$ cat src/hdl/srtf_pkg.sv
// ----------------------------------------------------------------------------
// srtf_pkg
// Shared widths, command codes and inter-module structs for the SRTF scheduler.
// ----------------------------------------------------------------------------
package srtf_pkg;

  localparam int SLOT_W  = 2;
  localparam int BURST_W = 16;
  localparam int TIME_W  = 32;

  localparam logic CMD_LOAD = 1'b0;
  localparam logic CMD_TICK = 1'b1;

  // Broadcast from the controller to every cell
  typedef struct packed {
    logic               load_en;
    logic [SLOT_W-1:0]  load_slot;
    logic [BURST_W-1:0] load_burst;
    logic [BURST_W-1:0] load_arrive;
    logic               commit_en;
  } cell_cmd_t;

  // Best candidate handed from one cell to the next
  typedef struct packed {
    logic               found;
    logic [BURST_W-1:0] rem;
  } cand_t;

endpackage

$ cat src/hdl/srtf_cell.sv
// ----------------------------------------------------------------------------
// srtf_cell
// One task slot: remaining time, arrival tick and completion flag, plus one
// stage of the minimum-remaining-time scan chain.
// ----------------------------------------------------------------------------
module srtf_cell #(
  parameter int NUM_TASKS = 4,
  parameter int IDX       = 0
) (
  input  logic                          clk,
  input  logic                          rst_n,
  input  srtf_pkg::cell_cmd_t           cmd,
  input  logic [$clog2(NUM_TASKS)-1:0]  commit_idx,
  input  logic [srtf_pkg::TIME_W-1:0]   clock_count,
  input  logic                          cur_valid,
  input  logic [$clog2(NUM_TASKS)-1:0]  cur_slot,
  input  srtf_pkg::cand_t               cand_in,
  input  logic [$clog2(NUM_TASKS)-1:0]  cand_idx_in,
  output srtf_pkg::cand_t               cand_out,
  output logic [$clog2(NUM_TASKS)-1:0]  cand_idx_out,
  output logic                          complete_o,
  output logic                          done_nxt
);
  import srtf_pkg::*;

  localparam int IDX_W = $clog2(NUM_TASKS);
  localparam logic [IDX_W-1:0] MY_IDX = IDX_W'(IDX);

  logic [BURST_W-1:0] rem_r, rem_nxt;
  logic [BURST_W-1:0] arrive_r, arrive_nxt;
  logic               complete_r, complete_nxt;
  cand_t              cand_r, cand_nxt;
  logic [IDX_W-1:0]   cand_idx_r, cand_idx_nxt;

  logic ready;
  logic better;
  logic load_hit;
  logic commit_hit;

  assign load_hit   = cmd.load_en && (32'(cmd.load_slot) == 32'(IDX));
  assign commit_hit = cmd.commit_en && (commit_idx == MY_IDX);

  assign ready = !complete_r && (TIME_W'(arrive_r) <= clock_count);

  // Running task wins a tie with an earlier slot; later slots need strictly less
  assign better = ready && (!cand_in.found || (rem_r < cand_in.rem) ||
                  ((rem_r == cand_in.rem) && cur_valid && (cur_slot == MY_IDX)));

  always_comb begin
    if (better) begin
      cand_nxt.found = 1'b1;
      cand_nxt.rem   = rem_r;
      cand_idx_nxt   = MY_IDX;
    end else begin
      cand_nxt     = cand_in;
      cand_idx_nxt = cand_idx_in;
    end
  end

  always_comb begin
    rem_nxt      = rem_r;
    arrive_nxt   = arrive_r;
    complete_nxt = complete_r;
    if (load_hit) begin
      rem_nxt      = cmd.load_burst;
      arrive_nxt   = cmd.load_arrive;
      complete_nxt = (cmd.load_burst == '0);
    end else if (commit_hit) begin
      rem_nxt = rem_r - BURST_W'(1);
      if (rem_r == BURST_W'(1)) begin
        complete_nxt = 1'b1;
      end
    end
  end

  always_ff @(posedge clk) begin
    if (!rst_n) begin
      rem_r      <= '0;
      arrive_r   <= '0;
      complete_r <= 1'b1;
      cand_r     <= '0;
      cand_idx_r <= '0;
    end else begin
      rem_r      <= rem_nxt;
      arrive_r   <= arrive_nxt;
      complete_r <= complete_nxt;
      cand_r     <= cand_nxt;
      cand_idx_r <= cand_idx_nxt;
    end
  end

  assign cand_out     = cand_r;
  assign cand_idx_out = cand_idx_r;
  assign complete_o   = complete_r;
  assign done_nxt     = complete_nxt;

endmodule

$ cat src/hdl/srtf_task_scheduler.sv
// ----------------------------------------------------------------------------
// srtf_task_scheduler
// Preemptive shortest-remaining-time-first scheduler over a row of task cells.
// ----------------------------------------------------------------------------
// A load item writes one slot and produces no result. A tick item is accepted
// in the idle state; in the scan state the best candidate then ripples one cell
// per cycle down the chain of task cells, and the commit state commits the
// decrement, advances time and registers the result. The result sits in an
// output register; further loads are taken while it waits, and the next tick
// is held in its commit state until that result is taken.
module srtf_task_scheduler #(
  parameter int NUM_TASKS = 4
) (
  input  logic                          clk,
  input  logic                          rst_n,
  input  logic                          in_valid,
  output logic                          in_ready,
  input  logic                          in_cmd,
  input  logic [srtf_pkg::SLOT_W-1:0]   in_slot,
  input  logic [srtf_pkg::BURST_W-1:0]  in_burst_len,
  input  logic [srtf_pkg::BURST_W-1:0]  in_arrive_time,
  output logic                          out_valid,
  input  logic                          out_ready,
  output logic [srtf_pkg::SLOT_W-1:0]   out_run_slot,
  output logic                          out_idle,
  output logic                          out_finished,
  output logic [srtf_pkg::TIME_W-1:0]   out_time_now,
  output logic                          out_all_done
);
  import srtf_pkg::*;

  localparam int IDX_W = $clog2(NUM_TASKS);

  typedef enum logic [2:0] {
    ST_IDLE   = 3'b001,
    ST_SCAN   = 3'b010,
    ST_COMMIT = 3'b100
  } state_t;

  state_t             state_r, state_nxt;
  logic [IDX_W-1:0]   cnt_r, cnt_nxt;
  logic [IDX_W-1:0]   cur_slot_r, cur_slot_nxt;
  logic               cur_valid_r, cur_valid_nxt;
  logic [TIME_W-1:0]  clock_r, clock_nxt;

  logic               out_valid_r, out_valid_nxt;
  logic [SLOT_W-1:0]  run_slot_r, run_slot_nxt;
  logic               idle_r, idle_nxt;
  logic               fin_r, fin_nxt;
  logic [TIME_W-1:0]  time_r, time_nxt;
  logic               all_r, all_nxt;

  cell_cmd_t          cmd;
  cand_t              cand   [NUM_TASKS+1];
  logic [IDX_W-1:0]   cand_idx [NUM_TASKS+1];
  logic [NUM_TASKS-1:0] complete_vec;
  logic [NUM_TASKS-1:0] done_vec;

  logic accept, load, tick, out_free, commit_fire, found, fin;

  assign in_ready    = (state_r == ST_IDLE);
  assign accept      = in_valid && in_ready;
  assign load        = accept && (in_cmd == CMD_LOAD);
  assign tick        = accept && (in_cmd == CMD_TICK);
  assign out_free    = !out_valid_r || out_ready;
  assign commit_fire = (state_r == ST_COMMIT) && out_free;

  assign found = cand[NUM_TASKS].found;
  assign fin   = found && (cand[NUM_TASKS].rem == BURST_W'(1));

  assign cmd.load_en     = load;
  assign cmd.load_slot   = in_slot;
  assign cmd.load_burst  = in_burst_len;
  assign cmd.load_arrive = in_arrive_time;
  assign cmd.commit_en   = commit_fire && found;

  assign cand[0]     = '0;
  assign cand_idx[0] = '0;

  for (genvar g = 0; g < NUM_TASKS; g++) begin : g_cell
    srtf_cell #(
      .NUM_TASKS (NUM_TASKS),
      .IDX       (g)
    ) u_cell (
      .clk          (clk),
      .rst_n        (rst_n),
      .cmd          (cmd),
      .commit_idx   (cand_idx[NUM_TASKS]),
      .clock_count  (clock_r),
      .cur_valid    (cur_valid_r),
      .cur_slot     (cur_slot_r),
      .cand_in      (cand[g]),
      .cand_idx_in  (cand_idx[g]),
      .cand_out     (cand[g+1]),
      .cand_idx_out (cand_idx[g+1]),
      .complete_o   (complete_vec[g]),
      .done_nxt     (done_vec[g])
    );
  end

  always_comb begin
    state_nxt     = state_r;
    cnt_nxt       = cnt_r;
    cur_slot_nxt  = cur_slot_r;
    cur_valid_nxt = cur_valid_r;
    clock_nxt     = clock_r;
    out_valid_nxt = out_valid_r && !out_ready;
    run_slot_nxt  = run_slot_r;
    idle_nxt      = idle_r;
    fin_nxt       = fin_r;
    time_nxt      = time_r;
    all_nxt       = all_r;

    unique case (state_r)
      ST_IDLE: begin
        if (tick) begin
          state_nxt = ST_SCAN;
          cnt_nxt   = '0;
        end
        // Drop the tie preference of a slot that is being reloaded
        if (load && cur_valid_r && (32'(in_slot) == 32'(cur_slot_r))) begin
          cur_valid_nxt = 1'b0;
        end
      end
      ST_SCAN: begin
        cnt_nxt = cnt_r + IDX_W'(1);
        if (cnt_r == IDX_W'(NUM_TASKS - 1)) begin
          state_nxt = ST_COMMIT;
        end
      end
      ST_COMMIT: begin
        if (commit_fire) begin
          state_nxt = ST_IDLE;
          if (found && !fin) begin
            cur_slot_nxt  = cand_idx[NUM_TASKS];
            cur_valid_nxt = 1'b1;
          end else begin
            cur_valid_nxt = 1'b0;
          end
          if (clock_r != '1) begin
            clock_nxt = clock_r + TIME_W'(1);
          end
          out_valid_nxt = 1'b1;
          run_slot_nxt  = found ? SLOT_W'(cand_idx[NUM_TASKS]) : '0;
          idle_nxt      = !found;
          fin_nxt       = fin;
          time_nxt      = (clock_r != '1) ? clock_r + TIME_W'(1) : clock_r;
          all_nxt       = &done_vec;
        end
      end
      default: begin
        state_nxt = ST_IDLE;
      end
    endcase
  end

  always_ff @(posedge clk) begin
    if (!rst_n) begin
      state_r     <= ST_IDLE;
      cnt_r       <= '0;
      cur_slot_r  <= '0;
      cur_valid_r <= 1'b0;
      clock_r     <= '0;
      out_valid_r <= 1'b0;
    end else begin
      state_r     <= state_nxt;
      cnt_r       <= cnt_nxt;
      cur_slot_r  <= cur_slot_nxt;
      cur_valid_r <= cur_valid_nxt;
      clock_r     <= clock_nxt;
      out_valid_r <= out_valid_nxt;
    end
  end

  always_ff @(posedge clk) begin
    run_slot_r <= run_slot_nxt;
    idle_r     <= idle_nxt;
    fin_r      <= fin_nxt;
    time_r     <= time_nxt;
    all_r      <= all_nxt;
  end

  assign out_valid    = out_valid_r;
  assign out_run_slot = run_slot_r;
  assign out_idle     = idle_r;
  assign out_finished = fin_r;
  assign out_time_now = time_r;
  assign out_all_done = all_r;

`ifndef SYNTHESIS
  a_idle_not_finished: assert property (@(posedge clk) disable iff (!rst_n)
    out_valid_r |-> !(idle_r && fin_r))
    else $error("idle tick reported a completion");

  a_time_advance: assert property (@(posedge clk) disable iff (!rst_n)
    (commit_fire && (clock_r != '1)) |=> (clock_r == $past(clock_r) + TIME_W'(1)))
    else $error("time did not advance on commit");

  a_running_not_complete: assert property (@(posedge clk) disable iff (!rst_n)
    cur_valid_r |-> !complete_vec[cur_slot_r])
    else $error("running task is marked complete");

  a_tick_starts_scan: assert property (@(posedge clk) disable iff (!rst_n)
    tick |=> ((state_r == ST_SCAN) && (cnt_r == '0)))
    else $error("tick item did not start a scan");
`endif

endmodule

$ cat config.mk
export PLATFORM = sky130hd
export DESIGN_NAME = srtf_task_scheduler
export DESIGN_NICKNAME = d
export VERILOG_FILES = /design/src/hdl/srtf_pkg.sv /design/src/hdl/srtf_cell.sv /design/src/hdl/srtf_task_scheduler.sv
export SDC_FILE = /design/constraint.sdc
export NUM_CORES = 1
export LEC_CHECK = 0
export BUFFER_PORTS_ARGS = -buffer_cell sky130_fd_sc_hd__buf_2
export CELL_PAD_IN_SITES_DETAIL_PLACEMENT = 2
export CELL_PAD_IN_SITES_GLOBAL_PLACEMENT = 2
export CORE_MARGIN = 2
export CORE_UTILIZATION = 37
export DETAILED_ROUTE_END_ITERATION = 8
export PLACE_DENSITY = 0.89
export REMOVE_ABC_BUFFERS = 1
export SLEW_MARGIN = 20
export SYNTH_ARGS = -nofsm -noshare
export SYNTH_HDL_FRONTEND = slang
export SYNTH_SLANG_ARGS = --single-unit
$ cat constraint.sdc
create_clock -name clk -period 3.8 [get_ports clk]
set_input_delay 0.38 -clock clk [delete_from_list [all_inputs] [get_ports clk]]
set_output_delay 0.38 -clock clk [all_outputs]
set_load 0.005 [all_outputs]
==> out/qor.yml <==
yosys:
  ys.flop_type: "dfxtp_1"
  ys_seq_area_frac: 0.404
  syn_area_sq_mm: 0.0149
  synth-edff-count: 37
  netlist_instances: 1763
  synth_cell_types: 71
  syn_avg_cell_area_sq_um: 8.48
  yosys_warnings: 0
  async_flop_share: 0
  ys_seq_elements: 283
floorplan:
  die_x_um: 205
  initial_core_util: 0.375
  core_area_sq_mm: 0.0398
  num_rows: 73
  dieHeight_um: 205
  die-area_sq_mm: 0.0420
  ios: 78
power_and_ir_drop:
  ir_worst_vdd_mv: 0.260
  power.density_mw_per_mm2: 426
  p_leak_nw: 6.39
worst_setup_path:
  path_max_fanout: 18
  crit_arrival_ps: 3850
  crit_type: "reg2reg"
  regToRegSetupSlack_ps: 390
  r2r-start: "clock_r[15]"
  crit_start: "clock_r[15]"
  r2r_end: "g_cell[2].u_cell.cand_out[6]"
  ff2ff_path_depth: 9
  start_kind: "flip-flop"
  critPathRequiredTime_ps: 4230
  setup.worst_path.end_class: "flip-flop"
  crit_end: "g_cell[2].u_cell.cand_out[6]"
cells_and_area:
  fin_nets: 1973
  fillers: 4322
  seqCellArea_sq_mm: 0.00604
  final_common_cell: "nand2_1"
  final_cell_mix: "nand2_1 (331), dfxtp_1 (246), a21oi_1 (176)"
  syn_to_final_growth_pct: 13.9
  drive_gt1_frac: 0.104
  multi_input_area_sq_mm: 0.00822
  final_cells: 2362
placement:
  place_ws_ps: 673
  dp_hpwl_um: 42500
  dp_cells: 2301
  port_buffers: 77
  place.gp.congestion: 0.885
clocking:
  ctsResizeCount: 0
  cts_buffers: 34
  htree_levels: 2
  clkTransAtPathRegs_ps: 70
  root_buffer: "clkbuf_16"
  postCtsSetupBuffers: 0
  cts_num_sinks: 283
  cts_tree: "done"
  hold_buffers: 0
  clock_latency_ps: 550
  cts_buffer_depth: 3
route:
  drc_errors: 0
  drtAntennaViolNets: 0
  drt-total-wl_um: 67800
  wl_per_cell_um: 28.7
  dr.first_iter.drc_count: 1291
  vias: 14700
  viasPerCell: 6.22
  drt_first_pass_iters: 5
sta:
  fmax_mhz: 293
  fin_crit_sh: 0.899
  tightest_slew_ps: 1030
  rsz0062_at_grt: "false"
  slew_headroom: 0.315
  hold_viol: 0
  setup_violations: 0
  clock_skew_ps: 24.4
  fin_crit_ps: 3410
  holdWs_ps: 127
  drv_slew: 0
  finalWorstSetupSlack_ps: 385
grt:
  grt_max_degree: 75
  grt_pass1_vias: 16600
  grt_first_pass_wirelength_um: 103000
  grt.total_usage: 0.321
  antenna_found_initial: 2
  grt_remaining_overflow: 0
worst_hold_path:
  hold_path_class: "in2reg"
run:
  drv_cap: 0
run_status:
  status: "completed"
cells by family after synthesis:
kind of cell	count (synthesis)	synth area share
buf+inv	178	0.0487
fa+ha+maj	122	0.102
compound gates	326	0.133
mux	54	0.0364
xor+xnor	67	0.0393
simple gates	733	0.237
flops	283	0.404
state kept, by name (all words and copies together), names as in the netlist:
name	count
out_finished	1
g_cell.u_cell.complete_o	4
out_valid	1
g_cell.u_cell.cand_idx_out	5
out_all_done	1
clock_r	32
cnt_r	2
g_cell.u_cell.rem_r	64
out_run_slot	2
state_r	3
out_idle	1
cur_slot_r	2
g_cell.u_cell.cand_out	68
cur_valid_r	1
g_cell.u_cell.arrive_r	64
out_time_now	32
worst max-delay path, stage by stage, from the launching register on:
cell and delay (ps):
dfxtp_1 450, inv_1 260, ha_1 430, nand4_1 210
nor4_1 480, a21oi_1 140, or2_2 360, a22oi_2 250
buf_4 360, mux2i_1 350
cell type report:
| type | instances | share of cell area |
|---|---|---|
| Antenna cell | 2 | 0.000294 |
| Clock buffer | 51 | 0.0622 |
| Clock inverter | 8 | 0.00691 |
| Inverter | 87 | 0.0193 |
| Multi-Input combinational cell | 1302 | 0.483 |
| Sequential cell | 283 | 0.354 |
| Tap cell | 525 | 0.0386 |
| Timing Repair Buffer | 104 | 0.0354 |
layer usage:
layer	wire length [um]	part of all wire	track usage
met5	0	0	0
met2	33400	0.49	0.557
met3	4400	0.065	0.0576
met4	3720	0.055	0.185
met1	26200	0.39	0.371
how the worst min path moves through the flow:
stage                                     startpoint                          endpoint  slack, ps  cells past startpoint
floorplan           g_cell[1].u_cell.cand_idx_out[0]  g_cell[2].u_cell.cand_idx_out[0]        400                      2
global placement    g_cell[2].u_cell.cand_idx_out[1]  g_cell[3].u_cell.cand_idx_out[1]        430                      1
detailed placement      g_cell[0].u_cell.cand_out[7]      g_cell[1].u_cell.cand_out[7]        450                      2
CTS                                in_arrive_time[1]      g_cell[0].u_cell.arrive_r[1]        120                      3
global route                       in_arrive_time[3]      g_cell[1].u_cell.arrive_r[3]        140                      3
finish                             in_arrive_time[0]      g_cell[1].u_cell.arrive_r[0]        130                      3
stage by stage:
stage	area, sq um	setup TNS (ps)	util	power [mW]
after floorplan	14500	-5410	-	3.44
after global placement	15800	0	0.398	3.66
after detailed placement	15800	0	0.398	3.70
after CTS	17000	0	0.427	7.24
after global routing	17000	0	0.428	7.40
final	17000	0	0.428	7.25
Yosys cell counts (5+ instances only):
cell	number	area share
nand2b_1	7	0.0029
and2_1	22	0.0092
nor2b_1	10	0.0042
dfxtp_1	246	0.33
or4_1	9	0.0045
a22oi_1	5	0.0025
nand2_1	331	0.083
a211oi_1	11	0.0055
buf_6	5	0.0038
xnor2_1	46	0.027
clkbuf_1	70	0.018
edfxtp_1	37	0.074
ha_1	122	0.10
mux2i_1	51	0.034
nand3_1	45	0.015
a31oi_1	10	0.0042
o31ai_1	5	0.0025
nor2_1	123	0.031
a21o_1	11	0.0055
nor4_1	36	0.015
o21ai_0	31	0.010
o311ai_0	8	0.0047
a221oi_1	11	0.0064
and3_1	10	0.0042
a21oi_1	176	0.059
nor3_1	35	0.012
or3_1	16	0.0067
inv_1	85	0.021
buf_2	12	0.0040
xor2_1	21	0.012
o21a_1	6	0.0030
o211ai_1	22	0.011
nand4_1	44	0.018
report_power, final:
group,switching [mW],internal (mW),leakage [nW]
clock network,1.44,2.13,0.580
logic,0.398,0.176,3.43
registers,0.0533,3.06,2.39
total,1.89,5.36,6.39
(Power assumes the default switching activity.)
